--- src/rtl/core/fwrl_pkg.sv ---
`timescale 1ns / 1ps

package fwrl_pkg;

  // hash and counter constants
  localparam logic [31:0] HASH_SEED    = 32'd5381;
  localparam logic [16:0] COUNT_MAX    = 17'h10000;
  localparam logic [15:0] WINDOW_RESET = 16'd60;

  // configuration register indexes
  localparam int          CFG_IDX_W          = 1;
  localparam logic [CFG_IDX_W-1:0] CFG_REQUEST_LIMIT  = 1'b0;
  localparam logic [CFG_IDX_W-1:0] CFG_WINDOW_SECONDS = 1'b1;

  // one way of a bucket row
  typedef struct packed {
    logic        valid;
    logic [31:0] key;
    logic [16:0] count;
    logic [31:0] start;
  } way_t;

  typedef enum logic [1:0] {
    OUT_EXISTING = 2'd0,
    OUT_NEW      = 2'd1,
    OUT_FULL     = 2'd2,
    OUT_DISABLED = 2'd3
  } outcome_t;

  typedef struct packed {
    logic        allowed;
    outcome_t    outcome;
    logic [16:0] count;
  } result_t;

  typedef enum logic [2:0] {
    ST_CLEAR,
    ST_IDLE,
    ST_HASH,
    ST_UPDATE
  } state_t;

endpackage

--- src/rtl/core/fwrl_update.sv ---
`timescale 1ns / 1ps

module fwrl_update #(
  parameter int WAYS = 4
) (
  input  fwrl_pkg::way_t [WAYS-1:0] row,
  input  logic [31:0]               key,
  input  logic [31:0]               now,
  input  logic [15:0]               limit,
  input  logic [15:0]               window,
  output fwrl_pkg::way_t [WAYS-1:0] row_nxt,
  output logic                      row_we,
  output fwrl_pkg::result_t         res
);

  localparam int WW = (WAYS > 1) ? $clog2(WAYS) : 1;

  logic           hit;
  logic           have_free;
  logic [WW-1:0]  hit_idx;
  logic [WW-1:0]  free_idx;
  logic [WW-1:0]  sel_idx;
  fwrl_pkg::way_t cur;
  logic [31:0]    elapsed;

  // first matching way and first free way
  always_comb begin
    hit       = 1'b0;
    have_free = 1'b0;
    hit_idx   = '0;
    free_idx  = '0;
    for (int w = 0; w < WAYS; w++) begin
      if (row[w].valid) begin
        if (!hit && row[w].key == key) begin
          hit     = 1'b1;
          hit_idx = WW'(w);
        end
      end else if (!have_free) begin
        have_free = 1'b1;
        free_idx  = WW'(w);
      end
    end
  end

  assign sel_idx = hit ? hit_idx : free_idx;
  assign elapsed = now - (hit ? row[hit_idx].start : now);

  // window restart and saturating count on the selected way
  always_comb begin
    if (hit) begin
      cur = row[hit_idx];
    end else begin
      cur.valid = 1'b1;
      cur.key   = key;
      cur.count = '0;
      cur.start = now;
    end
    if (elapsed >= {16'd0, window}) begin
      cur.count = '0;
      cur.start = now;
    end
    if (cur.count != fwrl_pkg::COUNT_MAX) begin
      cur.count = cur.count + 17'd1;
    end
    row_nxt          = row;
    row_nxt[sel_idx] = cur;
  end

  // result and write decision
  always_comb begin
    if (limit == 16'd0) begin
      row_we      = 1'b0;
      res.allowed = 1'b1;
      res.outcome = fwrl_pkg::OUT_DISABLED;
      res.count   = '0;
    end else if (!hit && !have_free) begin
      row_we      = 1'b0;
      res.allowed = 1'b1;
      res.outcome = fwrl_pkg::OUT_FULL;
      res.count   = '0;
    end else begin
      row_we      = 1'b1;
      res.allowed = (cur.count <= {1'b0, limit});
      res.outcome = hit ? fwrl_pkg::OUT_EXISTING : fwrl_pkg::OUT_NEW;
      res.count   = cur.count;
    end
  end

endmodule

--- config.mk ---
export PLATFORM = sky130hd
export DESIGN_NAME = fwrl_update
export DESIGN_NICKNAME = d
export VERILOG_FILES = /design/src/rtl/core/fwrl_pkg.sv /design/src/rtl/core/fwrl_update.sv
export SDC_FILE = /design/constraint.sdc
export NUM_CORES = 1
export LEC_CHECK = 0
export ABC_AREA = 1
export BUFFER_PORTS_ARGS = -buffer_cell sky130_fd_sc_hd__buf_4
export CAP_MARGIN = 40
export CORE_AREA = 3 3 297 299
export DETAILED_ROUTE_END_ITERATION = 6
export DIE_AREA = 0 0 300 302
export PLACE_DENSITY = 0.45
export SLEW_MARGIN = 40
export SYNTH_ARGS = -nofsm -noshare
export SYNTH_HDL_FRONTEND = slang
export SYNTH_SLANG_ARGS = --single-unit
--- constraint.sdc ---
create_clock -name vclk -period 8.5
set_input_delay 0 -clock vclk [all_inputs]
set_output_delay 0 -clock vclk [all_outputs]
set_load 0.005 [all_outputs]
==> metrics.txt <==
Die Ht=302 um; number of global-route vias before repair=21,650; drt first pass iters=6; count of final setup violators=0; clkbuf count=0; Fmax=124.1 MHz; CP max-delay cell=a221o_1; most frequent cells in the layout=buf_4, nand2_1, o21ai_0; Tmin final=8057 ps; mux cell area share after synthesis=0.008701; post-DR vias/cell=4.722; CP Max Fanout=19; IO buf count=773; Die W=300 um; setup TNS=0 ps; gr usage total=0.2714; final core occ=0.2564; std cell rows=107; antenna viol nets, final=0; worst IR drop on VDD=0.00002554 V; Die ar.=90,600 um2; Worst slew margin=0.4332; Buf/Inv on CP=11; xor and xnor area share after synthesis=0.04644; Initial DRC Count=1,766; grt total ovfl=0; Min-Delay Path Class=in -> out; Synth Warn #=0; net count after synthesis=3,144; CP most frequent cell=nand2_1; Synth top area share=0.2335; Final Total Pwr=1.386 mW; Worst Tran Pin Value=841.3 ps; Post-Syn Area per Cell=4.826 um2; drt total wl=131,600 um; FF+latch count=0; Synth area leader=nand2_1; Final Wtd Congestion=1.047; Post-Syn Instances=2,652; Cell Count Post-Placement=4,694; status=finished, final reports clean; Via Count=22,240; Pins Over Slew Limit=0; WS Path Type=in -> out; P per Cell Area=63.29 nW/um2; largest net degree at the start of global routing=70; final hold vios=0; final-stage net count=4,052; first-pass GRT wire length=174,400 um; Compound-Gate Fraction of Synth Area=0.2645; Cell Area, Synth=12,800 um2; fillers=10,240; Final Cycle Share=0.9479; fraction of the mapped netlist area in simple logic gates=0.4664; Initial Util=0.1498; io pins=773; dpl hpwl=116,800 um; CTS Hold Buffers Added=0; CP max stage delay=300 ps; Synth Area in Adders=0.06706; largest cells by area after synthesis=nand2_1, o21ai_0, inv_1, nor2_1, ha_1; register area=0 um2; maxcap violations=0; initial antenna violation count=23; CP endpoint kind=output port; share of layout cells above drive strength 1=0.3311; commonest non-fill, non-tap cell in the layout=buf_4; Startpoint Class=primary input; core footprint=85,410 um2; P_leak=11.73 nW; Post-Layout Cell Count=4,709; CP Depth=61; sequential fraction of the synthesis area=0; top cell family by delay on the critical path=simple AND/OR/NAND/NOR gates; # DRC=0; Layout area overhead=71.12%; library cells used by synthesis=62; Critical Path AT=8060 ps; required time worst endpoint=8500 ps; largest family of logic cells by synthesized area=simple AND/OR/NAND/NOR gates; multi-input logic area=11,190 um2; RSZ-0062 raised after global routing=yes; WL/cell=27.95 um; worst hold stages=4
[metal layers]
layer  track usage  share of wire  up-vias  wire, um
met5             0         0.0014        -       181
met4       0.08632          0.039       24      5082
met3       0.05928          0.079      175     10400
met2        0.4851           0.49     1069     64140
met1        0.3218           0.39    10420     51810
li1              -              -    10550         -
[power by group]
group / internal [mW] / switching (mW)
clock network: 0.000000111 / 0
logic: 0.574 / 0.812
registers: 0 / 0
total: 0.574 / 0.812
[cell families (layout without fill, tap and decap cells)]
group | after synthesis | in the layout
xor+xnor | 67 | 67
other cells | 0 | 7
buf+inv | 479 | 1385
simple gates | 1399 | 1399
compound gates | 628 | 628
fa+ha+maj | 68 | 68
mux | 11 | 11
[synth_stat cells, drive strengths merged (5+ instances only)]
cell type	n
clkbuf	102
o21bai	5
a21oi	128
o211ai	14
or2	23
nor2	280
nand3	149
nand4	60
nor4	36
buf	37
o221ai	29
nand3b	7
xor2	29
inv	338
ha	67
mux2i	10
o21ai	428
nor3	28
xnor2	38
nand2	802
[path summary, 6_finish.rpt]
| path | from | to | slack (ps) |
|---|---|---|---|
| worst max-delay path | key[9] | res[19] | 440 |
| worst min-delay path | row[104] | row_nxt[104] | 290 |
[cell type report]
type                       instances  share of cell area
antenna                            7           0.0007998
multi-input combinational       2173              0.5111
timing repair inverter             1           0.0003999
tap                             1144             0.06536
timing repair buffer            1044              0.3624
inverter                         340             0.05993
[repair_timing]
action	in CTS	in global routing
setup endpoints to repair	1	1
resized for setup	2	74
gates cloned	0	1
pin swaps	0	13
buffers inserted	0	7
[stage by stage]
stage | hold slack (ps) | setup WS [ps] | cell area (um2)
detailed placement | 293.2 | -115.6 | 21540
global route | 310.1 | -150.4 | 21890
floorplan | 90.86 | 1033 | 12800
global placement | 292.3 | -276.7 | 21530
CTS | 293.1 | 56.17 | 21540
finish | 290.1 | 443.1 | 21900
(Power assumes the default switching activity.)
