File: src/rtl/core/fwrl_pkg.sv
`timescale 1ns / 1ps

package fwrl_pkg;

  // hash and counter constants
  localparam logic [31:0] HASH_SEED    = 32'd5381;
  localparam logic [16:0] COUNT_MAX    = 17'h10000;
  localparam logic [15:0] WINDOW_RESET = 16'd60;

  // configuration register indexes
  localparam int          CFG_IDX_W          = 1;
  localparam logic [CFG_IDX_W-1:0] CFG_REQUEST_LIMIT  = 1'b0;
  localparam logic [CFG_IDX_W-1:0] CFG_WINDOW_SECONDS = 1'b1;

  // one way of a bucket row
  typedef struct packed {
    logic        valid;
    logic [31:0] key;
    logic [16:0] count;
    logic [31:0] start;
  } way_t;

  typedef enum logic [1:0] {
    OUT_EXISTING = 2'd0,
    OUT_NEW      = 2'd1,
    OUT_FULL     = 2'd2,
    OUT_DISABLED = 2'd3
  } outcome_t;

  typedef struct packed {
    logic        allowed;
    outcome_t    outcome;
    logic [16:0] count;
  } result_t;

  typedef enum logic [2:0] {
    ST_CLEAR,
    ST_IDLE,
    ST_HASH,
    ST_UPDATE
  } state_t;

endpackage

File: src/rtl/core/fwrl_hash.sv
`timescale 1ns / 1ps

module fwrl_hash #(
  parameter int BUCKETS = 1024
) (
  input  logic                                       clk,
  input  logic                                       rst_n,
  input  logic                                       start,
  input  logic [31:0]                                addr,
  output logic                                       done,
  output logic [((BUCKETS > 1) ? $clog2(BUCKETS) : 1)-1:0] bucket
);

  localparam int BW = (BUCKETS > 1) ? $clog2(BUCKETS) : 1;
  localparam logic [BW:0] BUCKETS_EXT = (BW + 1)'(BUCKETS);

  logic          busy_r;
  logic          done_r;
  logic [2:0]    step_r;
  logic [31:0]   addr_r;
  logic [31:0]   h_r;
  logic [BW-1:0] rem_r;
  logic [31:0]   h_nxt;
  logic [BW-1:0] rem_nxt;

  // djb2 step: h*33 + byte
  assign h_nxt = h_r + {h_r[26:0], 5'd0} + {24'd0, addr_r[31:24]};

  // remainder of h by the bucket count, eight bits of h per cycle
  always_comb begin
    logic [BW:0] t;
    t = {1'b0, rem_r};
    for (int i = 7; i >= 0; i--) begin
      t = {t[BW-1:0], h_r[24 + i]};
      if (t >= BUCKETS_EXT) begin
        t = t - BUCKETS_EXT;
      end
    end
    rem_nxt = t[BW-1:0];
  end

  // sequencer: four hash steps, then four reduction steps
  always_ff @(posedge clk) begin
    if (!rst_n) begin
      busy_r <= 1'b0;
      done_r <= 1'b0;
      step_r <= 3'd0;
    end else begin
      done_r <= 1'b0;
      if (start) begin
        busy_r <= 1'b1;
        step_r <= 3'd0;
      end else if (busy_r) begin
        step_r <= step_r + 3'd1;
        if (step_r == 3'd7) begin
          busy_r <= 1'b0;
          done_r <= 1'b1;
        end
      end
    end
  end

  // datapath
  always_ff @(posedge clk) begin
    if (start) begin
      addr_r <= addr;
      h_r    <= fwrl_pkg::HASH_SEED;
      rem_r  <= '0;
    end else if (busy_r) begin
      if (!step_r[2]) begin
        h_r    <= h_nxt;
        addr_r <= {addr_r[23:0], 8'd0};
      end else begin
        rem_r <= rem_nxt;
        h_r   <= {h_r[23:0], 8'd0};
      end
    end
  end

  assign done   = done_r;
  assign bucket = rem_r;

endmodule

File: config.mk
export PLATFORM = sky130hd
export DESIGN_NAME = fwrl_hash
export DESIGN_NICKNAME = d
export VERILOG_FILES = /design/src/rtl/core/fwrl_pkg.sv /design/src/rtl/core/fwrl_hash.sv
export SDC_FILE = /design/constraint.sdc
export NUM_CORES = 1
export LEC_CHECK = 0
export ABC_AREA = 1
export BUFFER_PORTS_ARGS = -buffer_cell sky130_fd_sc_hd__buf_2
export CAP_MARGIN = 10
export CELL_PAD_IN_SITES_DETAIL_PLACEMENT = 0
export CELL_PAD_IN_SITES_GLOBAL_PLACEMENT = 1
export CORE_ASPECT_RATIO = 2
export CORE_MARGIN = 8
export CORE_UTILIZATION = 47
export CTS_CLUSTER_SIZE = 8
export DETAILED_ROUTE_END_ITERATION = 8
export PLACE_DENSITY = 0.95
export SYNTH_ARGS = -nofsm -noshare
export SYNTH_HDL_FRONTEND = slang
export SYNTH_SLANG_ARGS = --single-unit
File: constraint.sdc
create_clock -name clk -period 5.8 [get_ports clk]
set_input_delay 0.29 -clock clk [delete_from_list [all_inputs] [get_ports clk]]
set_output_delay 0.29 -clock clk [all_outputs]
set_load 0.05 [all_outputs]
==> results_dict.tcl <==
set metrics [dict create \
    status "finished clean" \
    ys_top_cells_by_count "nand2_1, inv_1, a21oi_1" \
    fp-row-count 58 \
    regToRegEndpoint "addr_r[1]" \
    cts_tree "done" \
    p_leak_nw 3.520 \
    ff2ff_setup_slack_ns 2.81 \
    antenna_left 0 \
    ys_seq_area_frac 0.3227 \
    required_ns 5.86 \
    cts_max_level 3 \
    synth_top_area_share 0.1955 \
    antenna_found_initial 0 \
    portBuffers 45 \
    cts_made_buffers 9 \
    wl_mm 15.16 \
    ys_ff_latch 79 \
    drc 0 \
    die_area_um2 16600 \
    powerDensity_nw_per_um2 292.2 \
    grt_pass1_vias 5392 \
    ios 46 \
    relSlewSlack 0.2861 \
    clk_latency_ns 0.34 \
    setup_viol 0 \
    nets 1005 \
    r2r-start "busy_r" \
    syn_avg_cell_area_um2 6.805 \
    critPathLaunchType "register" \
    worstSetupStartpoint "busy_r" \
    fill_cells 1240 \
    fmax_mhz 334.8 \
    cts_hold_buf 0 \
    crit_fanout 26 \
    wl_per_cell_um 14.29 \
    crit_arrival_ns 3.05 \
    synth_top_cell_by_area "nand2_1" \
    synthTopCellsByArea "nand2_1, edfxtp_1, dfxtp_1, ha_1, inv_1" \
    drt_iter0_drc 352 \
    cts.sinks 79 \
    gp_congestion 0.9649 \
    post-route-util 0.5314 \
    n_antenna_cell 0 \
    grt_use_total 0.1878 \
    cts_setup_buffers 0 \
    whs_ns 0.2058 \
    ir_drop_mv 0.2420 \
    root_buffer "clkbuf_16" \
    dp_hpwl_mm 12.16 \
    r2r_cells 7 \
    fin_skew_ns 0.01072 \
    start_util 0.4749 \
    syn_area_um2 5893 \
    ys.flop_type "dfxtp_1" \
    grt_max_degree 64 \
    via_per_inst 5.104 \
    layout-drive-gt1-share 0.1109 \
    syn-num-nets 965 \
    post-place-ws_ns 2.345 \
    maxSlewViolCount 0 \
    criticalPathCategory "register to register" \
    finalCritPeriodShare 0.5149 \
    final-hold-violation-count 0 \
    syn_to_final_growth_pct 11.89 \
    yosysMostFrequentCell "nand2_1" \
    grt_pass1_wl_mm 24.85 \
    synth_cell_types 35 \
    rsz0062_at_grt "false" \
    timing.setup.tns_ns 0 \
    die_x_um 95.18 \
    worst_pin_slew_ns 1.070 \
    clock_path_buffers 2 \
    gr-total-overflow 0 \
    maxCapViolations 0 \
    worst_slack_ns 2.813 \
    synth_edf_count 32 \
    worstSetupEndpoint "addr_r[1]" \
    cts_resized 0 \
    endpoint_kind "register" \
    coreArea_um2 12410 \
    yosysWarnings 0 \
    path_clk_slew_ns 0.06 \
    synthCells 866 \
    drt_pre_antenna_iters 5 \
    hp-class "primary input to register" \
    async_flop_share 0 \
    finalCriticalPeriod_ns 2.987 \
    vias 5415 \
    die_h_um 174.4 \
]
==> where the power goes <==
part / switching [W] / internal (W) / total [W] / leakage [nW]
Sequential: 0.0000481 / 0.000634 / 0.000682 / 0.715
Combinational: 0.000432 / 0.000222 / 0.000653 / 2.65
Clock: 0.000248 / 0.000344 / 0.000591 / 0.151
Total: 0.000727 / 0.00120 / 0.00193 / 3.52
==> layout make-up <==
| cell class | count | area, um2 | area share |
|---|---|---|---|
| Timing Repair Buffer | 50 | 282.8 | 0.04288 |
| Clock buffer | 9 | 225.2 | 0.03416 |
| Tap cell | 150 | 187.7 | 0.02846 |
| Inverter | 151 | 566.8 | 0.08596 |
| Multi-Input combinational cell | 615 | 3338 | 0.5063 |
| Sequential cell | 79 | 1902 | 0.2884 |
| Clock inverter | 7 | 91.34 | 0.01385 |
==> per-stage QoR <==
step           cell area, um2  std cells  power (W)
2_1_floorplan            5893        866   0.001151
3_3_place_gp             6250       1044   0.001328
3_5_place_dp             6250       1044   0.001331
4_1_cts                  6566       1060   0.001925
5_1_grt                  6594       1061   0.002036
6_report                 6594       1061   0.001927
==> registers in the layout, indices dropped and copies added (netlist names) <==
name,count
addr_r,32
h_r,32
bucket,10
step_r,3
busy_r,1
done,1
==> critical path, stage by stage (launching register included) <==
cell and delay [ns]:
dfxtp_1 0.86, inv_1 0.47, nor2_2 0.17, buf_4 0.31, inv_2 0.15, nand2_1 0.37
buf_16 0.23, buf_4 0.14
==> routing by layer <==
layer	vias up	part of all wire	wire (um)	global-route usage
met5	-	0	0	0
li1	2820	-	-	-
met1	2425	0.45	6815	0.2339
met3	37	0.038	571	0.02636
met4	0	0.035	525	0.08852
met2	133	0.48	7247	0.3052
==> how the worst min path moves through the flow <==
stage / startpoint / to / slack, ns / cells past startpoint
6_report: addr[4] / addr_r[4] / 0.21 / 3
5_1_grt: addr[7] / addr_r[7] / 0.21 / 3
4_1_cts: addr[0] / addr_r[0] / 0.20 / 3
3_5_place_dp: bucket[8] / bucket[8] / 0.48 / 2
3_3_place_gp: bucket[9] / bucket[9] / 0.47 / 2
2_1_floorplan: rst_n / busy_r / 0.44 / 1
==> cells by family (layout without fill, tap and decap cells) <==
| logic type | Yosys count | count (layout) | synth area share |
|---|---|---|---|
| xor gates and xnor gates | 7 | 7 | 0.01040 |
| AOI/OAI and AO/OA | 118 | 118 | 0.1117 |
| buffers and inverters | 172 | 217 | 0.1108 |
| adders and majority gates | 64 | 64 | 0.1410 |
| DFF | 79 | 79 | 0.3227 |
| and+or+nand+nor | 426 | 426 | 0.3034 |
==> placed cells by master (no fill, tap or decap), drive strengths merged, types with 4 or more instances in the layout <==
| cell | synthesis | final |
|---|---|---|
| nand2 | 316 | 316 |
| inv | 151 | 154 |
| a21oi | 66 | 66 |
| ha | 60 | 60 |
| nand3 | 52 | 52 |
| buf | 6 | 50 |
| nor2 | 48 | 48 |
| dfxtp | 47 | 47 |
| edfxtp | 32 | 32 |
| o21ai | 29 | 29 |
| o22ai | 10 | 10 |
| clkbuf | 15 | 9 |
| nand4 | 4 | 4 |
| xor2 | 4 | 4 |
| fa | 4 | 4 |
Power figures use the tool's default switching activity.
