<file path="src/rtl/core/fwrl_ram.sv">
`timescale 1ns / 1ps

module fwrl_ram #(
  parameter int WIDTH = 8,
  parameter int DEPTH = 16
) (
  input  logic                                   clk,
  input  logic                                   we,
  input  logic [((DEPTH > 1) ? $clog2(DEPTH) : 1)-1:0] waddr,
  input  logic [WIDTH-1:0]                       wdata,
  input  logic                                   re,
  input  logic [((DEPTH > 1) ? $clog2(DEPTH) : 1)-1:0] raddr,
  output logic [WIDTH-1:0]                       rdata
);

  logic [WIDTH-1:0] mem [DEPTH];
  logic [WIDTH-1:0] rdata_r;

  // one write port, one registered read port
  always_ff @(posedge clk) begin
    if (we) begin
      mem[waddr] <= wdata;
    end
    if (re) begin
      rdata_r <= mem[raddr];
    end
  end

  assign rdata = rdata_r;

endmodule

</file>
<file path="config.mk">
export PLATFORM = sky130hd
export DESIGN_NAME = fwrl_ram
export DESIGN_NICKNAME = d
export VERILOG_FILES = /design/src/rtl/core/fwrl_ram.sv
export SDC_FILE = /design/constraint.sdc
export NUM_CORES = 1
export LEC_CHECK = 0
export ABC_AREA = 1
export BUFFER_PORTS_ARGS = -buffer_cell sky130_fd_sc_hd__buf_2
export CAP_MARGIN = 20
export CORE_MARGIN = 4
export CORE_UTILIZATION = 55
export DETAILED_ROUTE_END_ITERATION = 6
export PLACE_DENSITY = 0.74
export SLEW_MARGIN = 20
export SYNTH_ARGS = -nofsm -noshare
export SYNTH_HDL_FRONTEND = slang
export SYNTH_SLANG_ARGS = --single-unit
</file>
<file path="constraint.sdc">
create_clock -name clk -period 1.11 [get_ports clk]
set_clock_uncertainty 0.05 [all_clocks]
set_input_delay 0.0555 -clock clk [delete_from_list [all_inputs] [get_ports clk]]
set_output_delay 0.0555 -clock clk [all_outputs]
set_load 0.005 [all_outputs]
</file>
==> results of run 1 <==
metrics by stage:
step	util [%]	setup WS, ns	TNS, ns	instance area (um2)	std cells
finish	70.63	-0.09350	-0.3524	7292	767
floorplan	-	0.05366	0	5847	551
CTS	69.23	-0.1030	-0.3318	7147	767
global route	70.63	-0.1098	-0.9937	7292	767
global placement	61.28	-0.1356	-0.8789	6326	725
detailed placement	61.28	-0.1718	-1.510	6326	725
power groups by stage:
stage / Sequential [uW] / Clock, uW / Combinational, uW
floorplan: 5920 / 0 / 406
global placement: 5920 / 0 / 732
detailed placement: 5930 / 0 / 750
CTS: 5820 / 5460 / 834
global route: 5830 / 5730 / 967
finish: 5820 / 5410 / 885
cell usage in the layout (no fill, tap or decap):
cell type      count
buf_4             30
nor2_1            17
clkbuf_1           2
buf_12             6
bufinv_16          3
dlygate4sd3_1     10
inv_1             96
clkinvlp_4         1
nand3_4            1
buf_2             26
nand2_1          168
inv_6              1
nand2_2            5
clkbuf_16         16
clkinv_4           3
edfxtp_1         136
clkbuf_8           1
clkinv_1           3
inv_2              6
clkinv_2           2
nand3_2           53
nand3b_1           2
nand3_1           43
worst paths after layout:
check | from | endpoint | slack (ns) | depth (start not counted)
hold / removal | we | mem[0][4] | 0.11 | 4
hold reg to reg | mem[10][6] | rdata[6] | 0.68 | 6
setup reg to reg | mem[6][7] | rdata[7] | -0.06 | 6
setup / recovery | rdata[2] | rdata[2] | -0.09 | 1
logic make-up after synthesis:
logic type	Yosys count	synth area share [%]
flops	136	69.85
simple gates	289	20.76
buf+inv	126	9.394
cell type report:
class                   count  area, um2
inverters                 102      382.9
clock buffers              19      421.7
multi-input cells         289       1504
repair buffers             72      575.6
well taps                 136      170.2
clock inverters            13      153.9
flip-flops and latches    136       4084
fillers                   720       3032
routing by layer:
metal	GRT usage, %	vias up
met2	36.37	151
met4	7.299	0
met1	27.93	1917
met5	0	-
li1	-	1921
met3	6.878	17
registers in the layout, indices dropped and copies added, names as in the netlist:
signal  flops
rdata       8
mem       128
repair_timing:
item,4_1_cts,5_1_grt
hold buffers,10,0
endpoints found under the setup margin,16,16
gates resized for setup,30,34
hold endpoints to repair,137,0
pin swaps,18,29
worst reg2reg max path: cells and delay by family, from the launching register on:
family | cells | cell delay [ns]
simple gates | 6 | 0.50
flops | 1 | 0.38
==> out/metrics.csv, run 1 <==
metric,value,unit
run status,"finished, violations left",
failing checks,negative setup slack,
IO Pins,27,
fmax,0.8309,GHz
sequential share of the synthesized area,69.85,%
post-detail-place hpwl,8302,um
switching pwr,2612,uW
Setup Viol. Count Final,13,
Post-synth top flop,edfxtp_1,
clock sinks,136,
routed wl met2,6797,um
worst min path class,input pin to flop,
CP max FO,1,
TritonCTS buffer count,17,
crit path cell chain,buf_2,
syn_nets,570,
sw frac,21.55,%
final hold viol count,0,
synthesized area per cell,10.61,um2
first-pass GRT wire length,20510,um
Syn Std Cell Area,0.005847,mm2
Worst Path Buf+Inv,1,
pin count of the biggest net entering global routing,34,
Logic pwr share,7.3,%
largest stage delay on the critical path,0.42,ns
CTS tree,done,
"Distinct cells, synth",11,
MaxCap Viol Count,0,
RSZ-0062 raised after global routing,yes,
Synthesis Warnings,0,
global route total overflow,0,
Seq cells post-synth,136,
number of enable flip-flop cells after synthesis,136,
Top Metal Used,met4,
Critical Setup Path Class,flop to output pin,
Pwr Total,12120,uW
number of H-tree levels,4,
first-pass iteration count of the detailed router,5,
Metal-1 WL,5354,um
worst slew pin tran,0.4936,ns
Area Growth Syn to Fin,24.72,%
total number of vias,4006,
Top Family by Delay on Critical Path,flip-flops,
sequential share of power,48.0,%
GR Util All Layers,22.06,%
final setup margin,-0.09350,ns
WP data required,1.00,ns
DRT iter0 DRCs,279,
WP data arrival,1.10,ns
Worst slew margin,67.06,%
Worst-Skew Late Latency,0.52,ns
FP Rows,37,
CP Capture Type,output pin,
P_int,9506,uW
CTS Buffer Depth,2,
Root Driver,clkbuf_8,
core box area,0.01032,mm2
average routed wire per standard cell,17.27,um
minimum clock period,1.203,ns
top-count cell post-synth,nand2_1,
Clock power frac,44.7,%
met3 WL,912,um
Die Wd,111.1,um
vias in the first global route,3952,
worst vdd ir,1.076,mV
vias per cell,5.223,
Starting Density,56.64,%
synth top area cells,"edfxtp_1, nand2_1, nand3_1",
fin nets,637,
post-CTS setup repair buffer count,0,
I/O Buffers,26,
Ant. Diodes,0,
CP max stage cell,edfxtp_1,
Post-synth ARST share,0,%
pwr/cell area,1662,mW/mm2
wire length after detailed routing,13250,um
Placer Congestion,0.8719,
"Slew Viols, Final",0,
layout cell share with drive strength beyond 1,24.41,%
initial antenna violation count,0,
fin crit share,108.4,%
Die Area,0.01234,mm2
Worst-path clk slew,0.06,ns
startpoint type of the worst setup path,flop,
WHS,0.1074,ns
top cell type's share of synthesized area,69.85,%
post-synth top area cell,edfxtp_1,
drt drc,0,
Post-synth top cells,"nand2_1, edfxtp_1, inv_1",
Mapped Cells,551,
Leak Pwr,0.003170,uW
Final ANT Viol Nets,0,
Vert. Die Dim,111.1,um
No activity file was read; power rests on OpenSTA's default activity.
==> inputs of run 2 (changes only) <==
Settings changed: BUFFER_PORTS_ARGS -buffer_cell sky130_fd_sc_hd__buf_2 to -buffer_cell sky130_fd_sc_hd__buf_4, CORE_UTILIZATION 55 to 62, PLACE_DENSITY 0.74 to 0.79.
Clock period 1.11 ns to 1.45 ns, I/O delays scaled along.
==> run 2 against run 1 <==
The run now ends clean. Sequential share of layout area is 3.1 points higher. Critical path type is now input pin to flop. Global-route usage up 3.6 points. First-iteration DRC count rose by 28%. Critical endpoint is now rdata[5]. Setup slack improved by 0.25 ns. Clock power decreased by 23%. Largest power group unchanged.
==> out/metrics.csv, run 2 (synthesis results as in run 1) <==
metric,value,unit,change
vias in the first global route,4033,,was 3952
Worst-path clk slew,0.06,ns,about the same
Root Driver,clkbuf_8,,unchanged
average routed wire per standard cell,18.06,um,was 17.27 um
CTS Buffer Depth,2,,unchanged
"Slew Viols, Final",0,,unchanged
sequential share of power,48.4,%,was 48.0%
fin crit share,89.09,%,
Leak Pwr,0.003010,uW,was 0.003170 uW
worst min path class,input pin to flop,,unchanged
global route total overflow,0,,unchanged
MaxCap Viol Count,0,,unchanged
Top reg by flops,mem,,unchanged
layout cell share with drive strength beyond 1,13.04,%,was 24.41%
# resized after CTS,0,,was 30
Die Area,0.01105,mm2,was 0.01234 mm2
Filler Cell Count,577,,was 720
"leading cell type in the layout, fill and taps excluded",nand2_1,,unchanged
I/O Buffers,26,,unchanged
RSZ-0062 raised after global routing,no,,was yes
WHS,0.1126,ns,was 0.1074 ns
CP max FO,17,,was 1
Ant. Diodes,0,,unchanged
Clock power frac,45.1,%,was 44.7%
Placer Congestion,0.8879,,was 0.8719
Setup Viol. Count Final,0,,was 13
clock sinks,136,,unchanged
run status,"finished, final reports clean",,"was finished, violations left"
Worst-Skew Late Latency,0.51,ns,was 0.52 ns
Area after DPL,0.006227,mm2,was 0.006326 mm2
pin count of the biggest net entering global routing,44,,was 34
WP data required,1.67,ns,was 1.00 ns
post-CTS setup repair buffer count,0,,unchanged
post-route cell area,0.006912,mm2,was 0.007292 mm2
sw frac,21.40,%,was 21.55%
Logic pwr share,6.5,%,was 7.3%
core box area,0.009196,mm2,was 0.01032 mm2
Critical Setup Path Class,input pin to flop,,was flop to output pin
Die Wd,105.1,um,was 111.1 um
DRT iter0 DRCs,357,,was 279
Worst slew margin,73.47,%,was 67.06%
first-pass iteration count of the detailed router,5,,unchanged
worst slew pin tran,0.3979,ns,was 0.4936 ns
Vert. Die Dim,105.1,um,was 111.1 um
TritonCTS buffer count,17,,unchanged
total negative setup slack,0,ns,was -0.3524 ns
switching pwr,1969,uW,was 2612 uW
Post-CTS Hold Buffers,11,,was 10
fin nets,627,,was 637
minimum clock period,1.292,ns,
final hold viol count,0,,unchanged
total number of vias,4059,,was 4006
P_int,7232,uW,was 9506 uW
Area Growth Syn to Fin,18.21,%,was 24.72%
first-pass GRT wire length,21020,um,was 20510 um
"commonest cells after routing, fill and taps aside","nand2_1, edfxtp_1, inv_1",,unchanged
CTS tree,done,,unchanged
IO Pins,27,,unchanged
number of H-tree levels,4,,unchanged
FP Rows,35,,was 37
worst vdd ir,0.8966,mV,was 1.076 mV
pwr/cell area,1331,mW/mm2,was 1662 mW/mm2
post-detail-place hpwl,7978,um,was 8302 um
Largest register FFs,128,,unchanged
initial antenna violation count,0,,unchanged
fmax,0.7741,GHz,
GR Util All Layers,25.69,%,was 22.06%
vias per cell,5.545,,was 5.223
Starting Density,63.58,%,was 56.64%
CP Capture Type,flop,,was output pin
Final ANT Viol Nets,0,,unchanged
WP data arrival,1.51,ns,was 1.10 ns
wire length after detailed routing,13220,um,was 13250 um
startpoint type of the worst setup path,input pin,,was flop
drt drc,0,,unchanged
run 2: cell types whose count changed in the layout (fill, tap and decap cells not counted), moves of 2 or more:
| cell | previous run | this run |
|---|---|---|
| nand2_2 | 5 | 0 |
| nand2_1 | 168 | 173 |
| nand3_1 | 43 | 97 |
| buf_12 | 6 | 2 |
| nand3_2 | 53 | 0 |
| inv_1 | 96 | 100 |
| clkinv_4 | 3 | 1 |
| buf_4 | 30 | 49 |
| clkinvlp_4 | 1 | 3 |
| inv_2 | 6 | 2 |
| buf_2 | 26 | 0 |
run 2: cell type report:
type,instances,area [um2],share of cell area (%)
sequential,136,4084,59.09
clock buffer,18,417.9,6.046
clock inverter,14,156.4,2.263
multi-input combinational,289,1214,17.56
tap,111,138.9,2.009
inverter,102,382.9,5.539
timing repair buffer,62,518.0,7.495
run 2: power by group through the flow:
stage               registers, uW  clock network (uW)  logic (uW)
finish                       4460                4150         594
global route                 4460                4350         652
CTS                          4460                4180         591
detailed placement           4540                   0         558
global placement             4530                   0         538
floorplan                    4530                   0         310
run 2: worst paths after layout:
kind              start   endpoint  slack, ns  depth (start not counted)
min                  we  mem[3][5]       0.11                          4
max reg2reg   mem[2][7]   rdata[7]       0.22                          6
min reg2reg  mem[13][1]   rdata[1]       0.68                          6
max            raddr[2]   rdata[5]       0.16                          7
run 2: worst max-delay path, stage by stage:
cell           delay [ns]
dlygate4sd3_1        0.54
buf_4                0.21
inv_1                0.07
buf_4                0.22
nand3_1              0.16
nand3_1              0.16
nand2_1              0.06
run 2: metal layers:
| layer | wire, um | vias up | GRT usage [%] |
|---|---|---|---|
| li1 | - | 1897 | - |
| met1 | 5100 | 1893 | 34.18 |
| met2 | 6417 | 229 | 40.70 |
| met3 | 1268 | 40 | 5.559 |
| met4 | 433 | 0 | 11.90 |
| met5 | 0 | - | 0 |
run 2: through the flow:
stage / std cells / total power (uW) / setup WS [ns] / utilization [%]
2_1_floorplan: 551 / 4843 / 0.3767 / -
3_3_place_gp: 689 / 5071 / 0.1619 / 67.71
4_1_cts: 732 / 9222 / 0.1947 / 75.16
5_1_grt: 732 / 9467 / 0.1322 / 75.16
3_5_place_dp: 689 / 5096 / 0.1328 / 67.71
6_report: 732 / 9201 / 0.1581 / 75.16
==> inputs of run 3 (changes only) <==
Settings changed: ABC_AREA 1 to default, MAX_ROUTING_LAYER from default to met4, PLACE_DENSITY 0.79 to 0.8.
==> run 3 against run 2 <==
The flow now finishes with violations (negative setup slack). Sequential share of layout area up 4.7 points. Synthesized area down 11%. Global-route usage down 1.9 points. Via count down 36%. Hold slack worse by 0.080 ns. Flip-flop and latch count unchanged. Critical path type is now flop to flop. Largest power group unchanged. Highest routed layer unchanged.
==> out/metrics.csv, run 3 <==
metric,value,unit,change
wire length after detailed routing,10590,um,was 13220 um
Area Growth Syn to Fin,22.47,%,was 18.21%
hold path depth,3,,was 4
worst slew pin tran,0.8923,ns,was 0.3979 ns
Die Area,0.009965,mm2,was 0.01105 mm2
Critical Setup Path Class,flop to flop,,was input pin to flop
synthesized area per cell,22.83,um2,was 10.61 um2
Area after DPL,0.005743,mm2,was 0.006227 mm2
"Slew Viols, Final",0,,unchanged
number of enable flip-flop cells after synthesis,136,,unchanged
first-pass iteration count of the detailed router,4,,was 5
post-synthesis compound-gate area fraction,2.298,%,was 0%
fmax,0.6615,GHz,was 0.7741 GHz
worst vdd ir,1.039,mV,was 0.8966 mV
fraction of synthesized cell area in xor and xnor cells,0,%,unchanged
drt drc,0,,unchanged
main combinational cell family by area after synthesis,multiplexers,,was simple AND/OR/NAND/NOR gates
Vert. Die Dim,99.83,um,was 105.1 um
final setup margin,-0.06181,ns,was 0.1581 ns
worst r2r path cells,3,,was 6
synth top area cells,"edfxtp_1, mux4_2, mux4_1",,"was edfxtp_1, nand2_1, nand3_1"
RSZ-0062 raised after global routing,yes,,was no
global route total overflow,0,,unchanged
WP data required,1.65,ns,was 1.67 ns
initial antenna violation count,0,,unchanged
CP max FO,1,,was 17
GR Util All Layers,23.83,%,was 25.69%
sequential share of the synthesized area,78.12,%,was 69.85%
mux cell area share after synthesis,14.79,%,was 0%
Hold EP,mem[4][2],,was mem[3][5]
"Distinct cells, synth",18,,was 11
Adder-Cell Fraction of Synth Area,0,%,unchanged
WP data arrival,1.71,ns,was 1.51 ns
Leak Pwr,0.002171,uW,was 0.003010 uW
CP Capture Type,flop,,unchanged
Post-synth top flop,edfxtp_1,,unchanged
core box area,0.008217,mm2,was 0.009196 mm2
total negative setup slack,-0.1214,ns,was 0 ns
Ant. Diodes,0,,unchanged
startpoint type of the worst setup path,flop,,was input pin
area of the multi-input gates,0.001064,mm2,was 0.001214 mm2
I/O Buffers,26,,unchanged
fin nets,318,,was 627
post-synth top area cell,edfxtp_1,,unchanged
IO Pins,27,,unchanged
Mapped Cells,229,,was 551
TritonCTS buffer count,17,,unchanged
number of H-tree levels,4,,unchanged
vias per cell,6.221,,was 5.545
CTS Buffer Depth,2,,unchanged
total number of vias,2594,,was 4059
crit path launch,mem[1][4],,was raddr[2]
Pwr Total,8997,uW,was 9201 uW
MaxCap Viol Count,0,,unchanged
Worst-Skew Late Latency,0.51,ns,about the same
top cell type's share of synthesized area,78.12,%,was 69.85%
"leading cell type in the layout, fill and taps excluded",edfxtp_1,,was nand2_1
Reg-to-Reg End,rdata[4],,was rdata[7]
Syn Std Cell Area,0.005228,mm2,was 0.005847 mm2
Starting Density,63.62,%,was 63.58%
Placer Congestion,0.8546,,was 0.8879
post-route cell area,0.006402,mm2,was 0.006912 mm2
syn_nets,248,,was 570
reg2reg setup slack,-0.06,ns,was 0.22 ns
Worst-path clk slew,0.06,ns,about the same
Final ANT Viol Nets,0,,unchanged
largest stage delay on the critical path,0.50,ns,was 0.54 ns
minimum clock period,1.512,ns,was 1.292 ns
Crit Reg-Reg Startpoint,mem[1][4],,was mem[2][7]
failing checks,negative setup slack,,
layout cell share with drive strength beyond 1,38.14,%,was 13.04%
Synthesis Warnings,0,,unchanged
fin crit share,104.3,%,was 89.09%
worst min path class,input pin to flop,,unchanged
Setup Viol. Count Final,4,,was 0
run status,"finished, violations left",,"was finished, final reports clean"
Seq cells post-synth,136,,unchanged
pwr/cell area,1405,mW/mm2,was 1331 mW/mm2
Post-synth ARST share,0,%,unchanged
register area,0.004084,mm2,unchanged
worst hold start,waddr[0],,was we
Largest register FFs,128,,unchanged
Root Driver,clkbuf_8,,unchanged
FP Rows,33,,was 35
clock sinks,136,,unchanged
pin count of the biggest net entering global routing,20,,was 44
crit path cell chain,mux4_2 > a22oi_2 > nand2_1,,was dlygate4sd3_1 > buf_4 > inv_1 > buf_4 > nand3_1 > nand3_1 > nand2_1
average routed wire per standard cell,25.40,um,was 18.06 um
post-detail-place hpwl,6521,um,was 7978 um
first-pass GRT wire length,16170,um,was 21020 um
Filler Cell Count,405,,was 577
simple-gate portion of the synthesized area,3.135,%,was 20.76%
CTS tree,done,,unchanged
Worst slew margin,40.30,%,was 73.47%
DRT iter0 DRCs,363,,was 357
Die Wd,99.83,um,was 105.1 um
CP max stage cell,mux4_2,,was dlygate4sd3_1
Post-synth top cells,"edfxtp_1, mux4_2, a22oi_1",,"was nand2_1, edfxtp_1, inv_1"
"commonest cells after routing, fill and taps aside","edfxtp_1, buf_4, mux4_2",,"was nand2_1, edfxtp_1, inv_1"
vias in the first global route,2772,,was 4033
final hold viol count,0,,unchanged
top-count cell post-synth,edfxtp_1,,was nand2_1
Top reg by flops,mem,,unchanged
[run 3: cell types whose count changed after synthesis, sizes merged]
cell / delta
and2b: +1
or3b: +1
nor2b: +1
buf: -17
mux4: +32
nor3: +4
nand2: -164
and2: +1
a22oi: +16
inv: -102
nor2: -4
clkdlybuf4s25: +3
nand3: -96
nand2b: +2
[run 3: timing repair]
action / in CTS / in global routing
endpoints found under the setup margin: 8 / 8
hold buffers: 9 / 0
setup buffers: 0 / 0
pin swaps: 5 / 5
gates resized for setup: 12 / 4
endpoints found under the hold margin: 136 / 0
[run 3: cell type report]
cell class / instances / share of cell area (%)
Sequential cell: 136 / 63.79
Multi-Input combinational cell: 83 / 16.61
Timing Repair Buffer: 61 / 8.677
Clock buffer: 18 / 6.527
Clock inverter: 14 / 2.345
Tap cell: 105 / 2.052
[run 3: report_power, final]
group	leakage, uW	internal (uW)	switching, uW
combinational	0.000662	247	249
clock	0.000272	2460	1590
sequential	0.00124	4430	27.8
total	0.00217	7130	1860
[run 3: how the worst max path moves through the flow]
stage / end / slack, ns / depth (start not counted)
final: rdata[4] / -0.06 / 3
after global routing: rdata[4] / -0.09 / 3
after CTS: rdata[6] / -0.02 / 3
after floorplan: rdata[1] / 0.05 / 5
after detailed placement: rdata[3] / -0.11 / 5
after global placement: rdata[3] / -0.13 / 5
[run 3: kinds of logic (layout without fill, tap and decap cells)]
kind of cell | count (synthesis) | count (layout)
flip-flops | 136 | 136
AO/OA/AOI/OAI | 16 | 16
AND/OR/NAND/NOR | 35 | 35
buffers and inverters | 10 | 93
multiplexers | 32 | 32
[run 3: through the flow]
stage / worst slack, ns / hold slack, ns / util, % / std cells
after floorplan: 0.04509 / 0.1214 / - / 229
after global placement: -0.1267 / 0.3119 / 69.89 / 376
after detailed placement: -0.1073 / 0.3344 / 69.89 / 376
after CTS: -0.02419 / 0.009181 / 78.00 / 417
after global routing: -0.09263 / 0.02277 / 77.92 / 417
final: -0.06181 / 0.03273 / 77.92 / 417
[run 3: layer usage]
metal  GRT usage, %  share of wire, %
met5              -                 0
met4          9.349               2.1
met3          7.505                11
met2          34.94                49
met1          31.79                38
[run 3: critical path: cells and delay by family (launching register included)]
kind / cells / cell delay [ns]
multiplexers: 1 / 0.50
AND/OR/NAND/NOR: 1 / 0.08
AO/OA/AOI/OAI: 1 / 0.24
flip-flops: 1 / 0.39
